`src/design/irmt_pkg.sv`:
```
package irmt_pkg;

	localparam int TABLE_ROWS        = 16;
	localparam int IMAGE_BYTES       = 256;
	localparam int DEF_MAP_ENTRIES   = 16;
	localparam int DEF_STORE_BYTES   = 64;
	localparam int DEF_MAX_REG_BYTES = 8;

	localparam logic OP_WRITE = 1'b0;
	localparam logic OP_READ  = 1'b1;

	localparam logic STATUS_ACK  = 1'b0;
	localparam logic STATUS_NACK = 1'b1;

	typedef logic [7:0] image_t [IMAGE_BYTES];

	localparam logic [7:0] MapAddr [TABLE_ROWS] = '{
		8'h00, 8'h01, 8'h02, 8'h04, 8'h05, 8'h10, 8'h12, 8'h20,
		8'h30, 8'h40, 8'h41, 8'h50, 8'h60, 8'h70, 8'hF0, 8'hFE
	};

	localparam logic [3:0] MapWidth [TABLE_ROWS] = '{
		4'd1, 4'd1, 4'd2, 4'd1, 4'd6, 4'd2, 4'd2, 4'd4,
		4'd8, 4'd1, 4'd1, 4'd2, 4'd4, 4'd8, 4'd1, 4'd2
	};

	localparam logic MapWritable [TABLE_ROWS] = '{
		1'b0, 1'b1, 1'b1, 1'b0, 1'b0, 1'b1, 1'b1, 1'b1,
		1'b1, 1'b1, 1'b0, 1'b0, 1'b1, 1'b0, 1'b1, 1'b0
	};

	// reset bytes per row, byte 0 in bits 7:0
	localparam logic [63:0] MapInit [TABLE_ROWS] = '{
		64'h0000_0000_0000_005A,
		64'h0000_0000_0000_0000,
		64'h0000_0000_0000_0010,
		64'h0000_0000_0000_0000,
		64'h0000_0605_0403_0201,
		64'h0000_0000_0000_7FFF,
		64'h0000_0000_0000_8000,
		64'h0000_0000_1234_5678,
		64'h8877_6655_4433_2211,
		64'h0000_0000_0000_00A5,
		64'h0000_0000_0000_003C,
		64'h0000_0000_0000_BEEF,
		64'h0000_0000_0000_0000,
		64'hBEBA_FECA_EFBE_ADDE,
		64'h0000_0000_0000_0001,
		64'h0000_0000_0000_5449
	};

	typedef enum logic [2:0] {
		S_IDLE,
		S_LOOK,
		S_WR,
		S_RD_ISSUE,
		S_RD_CAPT,
		S_DONE
	} ctrl_state_t;

	typedef struct packed {
		logic       hit;
		logic       writable;
		logic [3:0] width;
		logic [7:0] offset;
	} lookup_t;

	typedef struct packed {
		logic req_ready;
		logic look;
		logic wr;
		logic rd_issue;
		logic rd_capt;
		logic done;
	} ctrl_cmd_t;

	typedef struct packed {
		logic req_fire;
		logic go_write;
		logic go_read;
		logic last;
		logic rsp_free;
	} ctrl_stat_t;

	// number of table rows that make it into the map
	function automatic int map_count_f(int entries, int store_bytes, int max_reg);
		int used;
		int cnt;
		int w;
		logic stop;
		used = 0;
		cnt  = 0;
		stop = 1'b0;
		for (int i = 0; i < TABLE_ROWS; i++) begin
			w = int'(MapWidth[i]);
			if (i >= entries || w == 0 || w > max_reg || w > 8 || used + w > store_bytes)
				stop = 1'b1;
			if (!stop) begin
				used = used + w;
				cnt  = i + 1;
			end
		end
		return cnt;
	endfunction

	function automatic int map_offset_f(int row);
		int used;
		used = 0;
		for (int i = 0; i < TABLE_ROWS; i++) begin
			if (i < row)
				used = used + int'(MapWidth[i]);
		end
		return used;
	endfunction

	// store contents after reset; bytes owned by no entry are zero
	function automatic image_t build_image_f(int entries, int store_bytes, int max_reg);
		image_t img;
		int cnt;
		int used;
		cnt  = map_count_f(entries, store_bytes, max_reg);
		used = 0;
		for (int b = 0; b < IMAGE_BYTES; b++)
			img[b] = 8'h00;
		for (int i = 0; i < TABLE_ROWS; i++) begin
			if (i < cnt) begin
				for (int k = 0; k < 8; k++) begin
					if (k < int'(MapWidth[i]))
						img[used + k] = MapInit[i][k*8 +: 8];
				end
				used = used + int'(MapWidth[i]);
			end
		end
		return img;
	endfunction

endpackage

```
`src/design/irmt_if.sv`:
```
interface irmt_req_if;
	logic        valid;
	logic        ready;
	logic        operation;
	logic [3:0]  byte_count;
	logic [7:0]  pointer_byte;
	logic [63:0] write_data;
	logic        repeated_start;

	modport source (output valid, output operation, output byte_count, output pointer_byte,
		output write_data, output repeated_start, input ready);
	modport sink (input valid, input operation, input byte_count, input pointer_byte,
		input write_data, input repeated_start, output ready);
endinterface

interface irmt_rsp_if;
	logic        valid;
	logic        ready;
	logic        status;
	logic [3:0]  read_count;
	logic [63:0] read_data;

	modport source (output valid, output status, output read_count, output read_data,
		input ready);
	modport sink (input valid, input status, input read_count, input read_data,
		output ready);
endinterface

```
`src/design/irmt_ram.sv`:
```
module irmt_ram #(
	parameter int WIDTH = 8,
	parameter int DEPTH = 64
) (
	input  logic                     clk,
	input  logic                     we,
	input  logic [$clog2(DEPTH)-1:0] addr,
	input  logic [WIDTH-1:0]         wdata,
	output logic [WIDTH-1:0]         rdata
);

	logic [WIDTH-1:0] mem_q [DEPTH];

	always_ff @(posedge clk) begin
		if (we)
			mem_q[addr] <= wdata;
		rdata <= mem_q[addr];
	end

endmodule

```
`src/design/irmt_lookup.sv`:
```
module irmt_lookup #(
	parameter int MAP_ENTRIES   = 16,
	parameter int STORE_BYTES   = 64,
	parameter int MAX_REG_BYTES = 8
) (
	input  logic [7:0]       addr,
	output irmt_pkg::lookup_t result
);
	import irmt_pkg::*;

	localparam int Count = map_count_f(MAP_ENTRIES, STORE_BYTES, MAX_REG_BYTES);

	// first matching entry wins, so scan from the top down
	always_comb begin
		result = '0;
		for (int i = TABLE_ROWS - 1; i >= 0; i--) begin
			if (i < Count && addr == MapAddr[i]) begin
				result.hit      = 1'b1;
				result.writable = MapWritable[i];
				result.width    = MapWidth[i];
				result.offset   = 8'(map_offset_f(i));
			end
		end
	end

endmodule

```
`src/design/irmt_ctrl.sv`:
```
module irmt_ctrl (
	input  logic                 clk,
	input  logic                 arst_n,
	input  irmt_pkg::ctrl_stat_t stat,
	output irmt_pkg::ctrl_cmd_t  cmd
);
	import irmt_pkg::*;

	ctrl_state_t state_q;
	ctrl_state_t state_d;

	always_ff @(posedge clk or negedge arst_n) begin
		if (!arst_n)
			state_q <= S_IDLE;
		else
			state_q <= state_d;
	end

	always_comb begin
		state_d = state_q;
		case (state_q)
			S_IDLE: begin
				if (stat.req_fire)
					state_d = S_LOOK;
			end
			S_LOOK: begin
				if (stat.go_write)
					state_d = S_WR;
				else if (stat.go_read)
					state_d = S_RD_ISSUE;
				else
					state_d = S_DONE;
			end
			S_WR: begin
				if (stat.last)
					state_d = S_DONE;
			end
			S_RD_ISSUE: begin
				state_d = S_RD_CAPT;
			end
			S_RD_CAPT: begin
				if (stat.last)
					state_d = S_DONE;
				else
					state_d = S_RD_ISSUE;
			end
			S_DONE: begin
				if (stat.rsp_free)
					state_d = S_IDLE;
			end
			default: begin
				state_d = S_IDLE;
			end
		endcase
	end

	always_comb begin
		cmd           = '0;
		cmd.req_ready = (state_q == S_IDLE);
		cmd.look      = (state_q == S_LOOK);
		cmd.wr        = (state_q == S_WR);
		cmd.rd_issue  = (state_q == S_RD_ISSUE);
		cmd.rd_capt   = (state_q == S_RD_CAPT);
		cmd.done      = (state_q == S_DONE);
	end

endmodule

```
`src/design/i2c_register_map_target_core.sv`:
```
// channel   dir  payload                                                       
// req       in   operation, byte_count, pointer_byte, write_data, repeated_start
// rsp       out  status, read_count, read_data                                  
// cfg       in   cfg_we, cfg_wdata (require_repeated_start)                     
//
// one transaction at a time; the store is a single-port ram moving one byte per step
// probe, pointer-only or refused write: accept, lookup, done; accepted write adds one store step per data byte
// read: adds an issue step and a capture step per returned byte (ram address then registered data)
// reset loads the map and pointer at once: per-byte valid flops select the reset image
// a waiting response holds in its register; the next request is still taken
module i2c_register_map_target_core #(
	parameter int MAP_ENTRIES   = irmt_pkg::DEF_MAP_ENTRIES,
	parameter int STORE_BYTES   = irmt_pkg::DEF_STORE_BYTES,
	parameter int MAX_REG_BYTES = irmt_pkg::DEF_MAX_REG_BYTES
) (
	input  logic       clk,
	input  logic       arst_n,
	irmt_req_if.sink   req,
	irmt_rsp_if.source rsp,
	input  logic       cfg_we,
	input  logic       cfg_wdata
);
	import irmt_pkg::*;

	localparam int AW = $clog2(STORE_BYTES);
	localparam image_t ResetImg = build_image_f(MAP_ENTRIES, STORE_BYTES, MAX_REG_BYTES);

	ctrl_cmd_t  cmd;
	ctrl_stat_t stat;
	lookup_t    lk;

	logic          rrs_q;
	logic [7:0]    cur_ptr_q;
	logic          op_q;
	logic [3:0]    len_q;
	logic [63:0]   wdata_q;
	logic          rs_q;
	logic [7:0]    lk_addr_q;
	logic [AW-1:0] off_q;
	logic [3:0]    n_q;
	logic [3:0]    k_q;
	logic          status_q;
	logic [3:0]    rcount_q;
	logic [63:0]   rdata_q;
	logic          rsp_valid_q;
	logic          rsp_status_q;
	logic [3:0]    rsp_count_q;
	logic [63:0]   rsp_data_q;
	logic          valid_q [STORE_BYTES];
	logic          byte_valid_q;
	logic [7:0]    init_byte_q;

	logic          req_fire;
	logic [AW-1:0] ram_addr;
	logic [7:0]    ram_wdata;
	logic [7:0]    ram_rdata;
	logic          wr_ok;
	logic          wr_refuse;
	logic          rd_ok;
	logic [3:0]    rd_n;
	logic [7:0]    rd_byte;

	assign req_fire  = req.valid && req.ready;
	assign req.ready = cmd.req_ready;

	irmt_ctrl u_ctrl (
		.clk    (clk),
		.arst_n (arst_n),
		.stat   (stat),
		.cmd    (cmd)
	);

	irmt_lookup #(
		.MAP_ENTRIES   (MAP_ENTRIES),
		.STORE_BYTES   (STORE_BYTES),
		.MAX_REG_BYTES (MAX_REG_BYTES)
	) u_lookup (
		.addr   (lk_addr_q),
		.result (lk)
	);

	irmt_ram #(
		.WIDTH (8),
		.DEPTH (STORE_BYTES)
	) u_ram (
		.clk   (clk),
		.we    (cmd.wr),
		.addr  (ram_addr),
		.wdata (ram_wdata),
		.rdata (ram_rdata)
	);

	// decision taken in the lookup step
	always_comb begin
		wr_ok     = (op_q == OP_WRITE) && (len_q > 4'd1) && lk.hit && lk.writable &&
			((len_q - 4'd1) <= lk.width);
		wr_refuse = (op_q == OP_WRITE) && (len_q > 4'd1) && !wr_ok;
		rd_ok     = (op_q == OP_READ) && !(rrs_q && !rs_q) && lk.hit;
		rd_n      = (len_q < lk.width) ? len_q : lk.width;
	end

	assign ram_addr  = off_q + AW'(k_q);
	assign ram_wdata = wdata_q[k_q[2:0]*8 +: 8];
	assign rd_byte   = byte_valid_q ? ram_rdata : init_byte_q;

	always_comb begin
		stat          = '0;
		stat.req_fire = req_fire;
		stat.go_write = wr_ok;
		stat.go_read  = rd_ok && (rd_n != 4'd0);
		stat.last     = ((k_q + 4'd1) == n_q);
		stat.rsp_free = !rsp_valid_q || rsp.ready;
	end

	always_ff @(posedge clk or negedge arst_n) begin
		if (!arst_n) begin
			rrs_q     <= 1'b0;
			cur_ptr_q <= 8'h00;
		end else begin
			if (cfg_we)
				rrs_q <= cfg_wdata;
			if (req_fire && req.operation == OP_WRITE && req.byte_count != 4'd0)
				cur_ptr_q <= req.pointer_byte;
		end
	end

	always_ff @(posedge clk) begin
		if (req_fire) begin
			op_q      <= req.operation;
			len_q     <= req.byte_count;
			wdata_q   <= req.write_data;
			rs_q      <= req.repeated_start;
			lk_addr_q <= (req.operation == OP_READ) ? cur_ptr_q : req.pointer_byte;
			k_q       <= 4'd0;
			rdata_q   <= 64'h0;
		end
		if (cmd.look) begin
			off_q    <= lk.offset[AW-1:0];
			n_q      <= wr_ok ? (len_q - 4'd1) : rd_n;
			status_q <= wr_refuse ? STATUS_NACK : STATUS_ACK;
			rcount_q <= rd_ok ? rd_n : 4'd0;
		end
		if (cmd.wr)
			k_q <= k_q + 4'd1;
		if (cmd.rd_issue) begin
			byte_valid_q <= valid_q[ram_addr];
			init_byte_q  <= ResetImg[8'(ram_addr)];
		end
		if (cmd.rd_capt) begin
			rdata_q[k_q[2:0]*8 +: 8] <= rd_byte;
			k_q                      <= k_q + 4'd1;
		end
	end

	// a byte reads from the ram once written, from the reset image before
	always_ff @(posedge clk or negedge arst_n) begin
		if (!arst_n) begin
			for (int i = 0; i < STORE_BYTES; i++)
				valid_q[i] <= 1'b0;
		end else if (cmd.wr) begin
			valid_q[ram_addr] <= 1'b1;
		end
	end

	always_ff @(posedge clk or negedge arst_n) begin
		if (!arst_n)
			rsp_valid_q <= 1'b0;
		else if (cmd.done && stat.rsp_free)
			rsp_valid_q <= 1'b1;
		else if (rsp.ready)
			rsp_valid_q <= 1'b0;
	end

	always_ff @(posedge clk) begin
		if (cmd.done && stat.rsp_free) begin
			rsp_status_q <= status_q;
			rsp_count_q  <= rcount_q;
			rsp_data_q   <= rdata_q;
		end
	end

	assign rsp.valid      = rsp_valid_q;
	assign rsp.status     = rsp_status_q;
	assign rsp.read_count = rsp_count_q;
	assign rsp.read_data  = rsp_data_q;

	a_wr_only_on_write: assert property (@(posedge clk) disable iff (!arst_n)
		cmd.wr |-> (op_q == OP_WRITE) && (k_q < n_q))
		else $error("store write outside an accepted write transfer");

	a_rd_in_range: assert property (@(posedge clk) disable iff (!arst_n)
		cmd.rd_capt |-> (op_q == OP_READ) && (k_q < n_q) && (n_q <= 4'd8))
		else $error("read byte beyond register width");

	a_done_loads_rsp: assert property (@(posedge clk) disable iff (!arst_n)
		cmd.done && stat.rsp_free |=> rsp.valid)
		else $error("finished transfer not presented");

	a_nack_no_data: assert property (@(posedge clk) disable iff (!arst_n)
		rsp.valid && rsp.status |-> (rsp.read_count == 4'd0) && (rsp.read_data == 64'h0))
		else $error("refused write carries read data");

endmodule
```
`src/flat_wrapper.sv`:
```
// flat-port wrapper written by rule: the top's interface ports become plain ports
module i2c_register_map_target_core_flat import irmt_pkg::*;
#(
	parameter int MAP_ENTRIES   = irmt_pkg::DEF_MAP_ENTRIES,
	parameter int STORE_BYTES   = irmt_pkg::DEF_STORE_BYTES,
	parameter int MAX_REG_BYTES = irmt_pkg::DEF_MAX_REG_BYTES
)
  (clk, arst_n, cfg_we, cfg_wdata, req_valid, req_operation, req_byte_count, req_pointer_byte, req_write_data, req_repeated_start, req_ready, rsp_valid, rsp_status, rsp_read_count, rsp_read_data, rsp_ready);
  irmt_req_if req_i ();
  irmt_rsp_if rsp_i ();
  input  logic clk;
  input  logic arst_n;
  input  logic cfg_we;
  input  logic cfg_wdata;
  input wire logic [$bits(req_i.valid)-1:0] req_valid;
  input wire logic [$bits(req_i.operation)-1:0] req_operation;
  input wire logic [$bits(req_i.byte_count)-1:0] req_byte_count;
  input wire logic [$bits(req_i.pointer_byte)-1:0] req_pointer_byte;
  input wire logic [$bits(req_i.write_data)-1:0] req_write_data;
  input wire logic [$bits(req_i.repeated_start)-1:0] req_repeated_start;
  output wire logic [$bits(req_i.ready)-1:0] req_ready;
  output wire logic [$bits(rsp_i.valid)-1:0] rsp_valid;
  output wire logic [$bits(rsp_i.status)-1:0] rsp_status;
  output wire logic [$bits(rsp_i.read_count)-1:0] rsp_read_count;
  output wire logic [$bits(rsp_i.read_data)-1:0] rsp_read_data;
  input wire logic [$bits(rsp_i.ready)-1:0] rsp_ready;
  assign req_i.valid = req_valid;
  assign req_i.operation = req_operation;
  assign req_i.byte_count = req_byte_count;
  assign req_i.pointer_byte = req_pointer_byte;
  assign req_i.write_data = req_write_data;
  assign req_i.repeated_start = req_repeated_start;
  assign req_ready = req_i.ready;
  assign rsp_valid = rsp_i.valid;
  assign rsp_status = rsp_i.status;
  assign rsp_read_count = rsp_i.read_count;
  assign rsp_read_data = rsp_i.read_data;
  assign rsp_i.ready = rsp_ready;
  i2c_register_map_target_core #(.MAP_ENTRIES(MAP_ENTRIES), .STORE_BYTES(STORE_BYTES), .MAX_REG_BYTES(MAX_REG_BYTES)) u_core (.clk(clk), .arst_n(arst_n), .req(req_i), .rsp(rsp_i), .cfg_we(cfg_we), .cfg_wdata(cfg_wdata));
endmodule
```
`config.mk`:
```
export PLATFORM = sky130hd
export DESIGN_NAME = i2c_register_map_target_core_flat
export DESIGN_NICKNAME = d
export VERILOG_FILES = /design/src/design/irmt_pkg.sv /design/src/design/irmt_if.sv /design/src/design/irmt_ram.sv /design/src/design/irmt_lookup.sv /design/src/design/irmt_ctrl.sv /design/src/design/i2c_register_map_target_core.sv /design/src/flat_wrapper.sv
export SDC_FILE = /design/constraint.sdc
export NUM_CORES = 1
export LEC_CHECK = 0
export BUFFER_PORTS_ARGS = -buffer_cell sky130_fd_sc_hd__buf_2
export CORE_ASPECT_RATIO = 1.5
export CORE_MARGIN = 2
export CORE_UTILIZATION = 40
export DETAILED_ROUTE_END_ITERATION = 6
export GPL_TIMING_DRIVEN = 0
export PLACE_DENSITY_LB_ADDON = 0.12
export SETUP_SLACK_MARGIN = 0.2
export SLEW_MARGIN = 25
export SYNTH_ARGS = -nofsm -noshare
export SYNTH_HDL_FRONTEND = slang
export SYNTH_SLANG_ARGS = --single-unit
export TNS_END_PERCENT = 1
```
`constraint.sdc`:
```
create_clock -name clk -period 5 [get_ports clk]
set_clock_uncertainty 0.1 [all_clocks]
set_input_delay 1 -clock clk [delete_from_list [all_inputs] [get_ports clk]]
set_output_delay 1 -clock clk [all_outputs]
set_load 0.02 [all_outputs]
```
==> summary.txt <==
Post-DP HPWL = 66500 um
DR DRC count = 0
Synth cell types = 84
# setup viols final = 8
Synth Cell Area = 0.0333 mm^2
Post-Syn Nets = 2070
initial antenna violation count = 3
# H-tree levels = 3
Mapped Cells = 1959
critical path launch point = u_core.k_q[0]$_DFFE_PP_
cell with the most instances after synthesis = edfxtp_1
Synth top area share = 0.619
Top Family by Delay on Critical Path = simple AND/OR/NAND/NOR gates
Routed WL = 96500 um
fin crit share = 1.01
Post-synth ARST share = 0.0921
unrepaired setup endpoints after global routing = yes
Worst setup endpoint = u_core.u_ram.mem_q[35][4]$_DFFE_PP_
Die X = 240 um
Post-synth EDFFs = 687
Synth Register Bits = 836
Max Clk Rate = 199 MHz
Setup CP Type = register to register
maxcap violations = 0
CP arrival = 5.20 ns
clk slew on worst S/H paths = 0.06 ns
Syn Area/Cell = 17.0 um^2
outcome = finished with violations
sequential area share after synthesis = 0.720
Synth-to-Final Area Change = 17.0%
FF-to-FF setup slack = -0.03 ns
met3 routed WL = 5140 um
die height = 357 um
total I/O pin count = 155
Crit. End Element = register
drt initial violations = 1439
post-route cell area = 0.0390 mm^2
Worst slew margin = 0.206
final hold slack = 0.104 ns
Num CTS Buffers = 80
share of cells above drive strength 1 = 0.303
Buffers on Ports = 154
# rows = 129
DRT antenna net count = 0
area leader, netlist = edfxtp_1
crit path launch type = register
Critical-path top delay cell = nor2_2
synth top area cells = edfxtp_1, mux4_2, dfrtp_1
average vias per placed instance = 5.56
Ys Warns = 0
Critical Path RT = 5.17 ns
Placed Instance Area = 0.0359 mm^2
Final Hold Viols = 0
routed vias = 18870
CP max stage delay = 0.82 ns
CTS Hold Bufs = 0
worst r2r src = u_core.k_q[0]$_DFFE_PP_
number of iterations in the first detailed-routing pass = 7
global-route wire length before repair = 138000 um
DR WL/cell = 28.4 um
Slew Limit Fails = 0
Levels on crit path = 9
total track usage = 0.228
commonest cells in the netlist = edfxtp_1, mux4_2, nand2_1, nor2_1, o21ai_0
Worst Max-Slew Pin Slew = 1.19 ns
crit-path most repeated cell = buf_4
Post-synth top flop = edfxtp_1
R2R cell count = 9
routability cong. = 0.900
clk sinks = 836
final core utilization = 0.473
starting density of the core = 0.404
vias in the first global route = 19702
Layout Nets = 2321
minimum clock period = 5.03 ns
Worst Hold Class = input port to asynchronous set/reset pin
total grt overflow = 0
failing checks = negative setup slack
Die ar. = 0.0857 mm^2
clock latency on the worst-skew pair = 0.65 ns
Critical path buffers and inverters = 5
met2 wire length = 51100 um
CTS root buf = clkbuf_16
worst-path cell chain = ha_1 > buf_4 > buf_4 > buf_6 > buf_4 > inv_1 > nor3_1 > nand2_1 > nor2_2
largest net degree at the start of global routing = 65
Setup WS post-layout = -0.0282 ns
reg-to-reg endpoint = u_core.u_ram.mem_q[35][4]$_DFFE_PP_
maximum fanout along the worst path = 10
CTS Buffer Depth = 3
CTS tree = built
Sum Neg Setup Slack = -0.163 ns
wl on met1 = 35200 um
CORE AREA = 0.0825 mm^2
top layer in use = met4
-- metal layers --
layer	vias up	track usage
li1	8157	-
met1	9788	0.259
met2	711	0.415
met3	214	0.0309
met4	0	0.121
met5	-	0
-- how the worst min path moves through the flow --
stage / startpoint / endpoint / slack, ns / depth (start not counted)
after global placement: u_core.status_q$_DFFE_PP_ / u_core.rsp.status$_DFFE_PP_ / 0.30 / 0
after global routing: arst_n / u_core.valid_q[37]$_DFFE_PN0P_ / 0.11 / 1
after floorplan: u_core.rdata_q[63]$_DFF_P_ / u_core.rsp.read_data[63]$_DFFE_PP_ / 0.30 / 0
final: arst_n / u_core.valid_q[49]$_DFFE_PN0P_ / 0.10 / 1
after detailed placement: u_core.rcount_q[2]$_SDFFCE_PN0P_ / u_core.rsp.read_count[2]$_DFFE_PP_ / 0.31 / 0
after CTS: arst_n / u_core.valid_q[36]$_DFFE_PN0P_ / 0.08 / 1
-- cell type report --
| cell class | instances | area, um^2 |
|---|---|---|
| diodes | 3 | 7.51 |
| plain buffers | 105 | 509 |
| clock buffers | 109 | 2250 |
| clock inverters | 40 | 418 |
| fillers | 7019 | 43500 |
| inverters | 26 | 100 |
| multi-input cells | 992 | 9230 |
| flip-flops and latches | 836 | 24000 |
| well taps | 1113 | 1390 |
| repair buffers | 169 | 1100 |
-- timing repair --
action / in CTS / in global routing
pin swaps: 2 / 0
gates cloned: 0 / 0
buffers inserted: 2 / 0
resized for setup: 95 / 17
setup endpoints to repair: 560 / 207
-- per-stage QoR --
stage          setup slack (ns)  instances
3_3_place_gp              -1.17       3226
4_1_cts                 -0.0561       3390
6_report                -0.0282       3393
3_5_place_dp             -0.611       3239
5_1_grt                 -0.0939       3392
2_1_floorplan             0.306       1959
-- logic make-up (layout without fill, tap and decap cells) --
| logic type | after synthesis | in the layout | synth area share |
|---|---|---|---|
| AO/OA/AOI/OAI | 222 | 222 | 0.0418 |
| adder cells (fa/ha/maj) | 27 | 27 | 0.0104 |
| AND/OR/NAND/NOR | 467 | 467 | 0.0668 |
| other | 0 | 3 | 0 |
| multiplexers | 256 | 256 | 0.137 |
| buffers and inverters | 131 | 449 | 0.0175 |
| flip-flops | 836 | 836 | 0.720 |
| XOR/XNOR | 20 | 20 | 0.00593 |
-- cells in the final DEF (no fill, tap or decap), drive strengths merged, types with 4 or more instances in the layout --
master / netlist / routed
or4: 6 / 6
a21o: 7 / 7
xnor2: 12 / 12
a21oi: 45 / 45
xor2: 8 / 8
mux4: 159 / 159
bufinv: 0 / 6
clkinv: 3 / 28
nor4: 11 / 11
a211oi: 5 / 5
nand2: 159 / 159
mux2: 21 / 21
nor2: 107 / 107
or3: 6 / 6
clkbuf: 47 / 155
inv: 23 / 28
edfxtp: 687 / 687
o31ai: 6 / 6
clkinvlp: 0 / 4
ha: 26 / 26
dfrtp: 77 / 77
nor3: 30 / 30
o211ai: 6 / 6
mux2i: 76 / 76
buf: 58 / 227
and3: 6 / 6
dfxtp: 72 / 72
o22ai: 33 / 33
nand3: 53 / 53
nor2b: 4 / 4
or2: 68 / 68
a2111oi: 5 / 5
o21ai: 81 / 81
-- state kept, by name, indices dropped and copies added (netlist names), 6 cells and up --
signal,cells
u_core.cur_ptr_q,8
u_core.init_byte_q,8
u_core.lk_addr_q,8
u_core.off_q,6
u_core.rdata_q,64
u_core.rsp.read_data,64
u_core.u_ram.mem_q,512
u_core.u_ram.rdata,8
u_core.valid_q,64
u_core.wdata_q,64
Power is left out: the tool's default activity adds up to more than one toggle a clock period on the data nets, which glitch-free logic cannot reach.
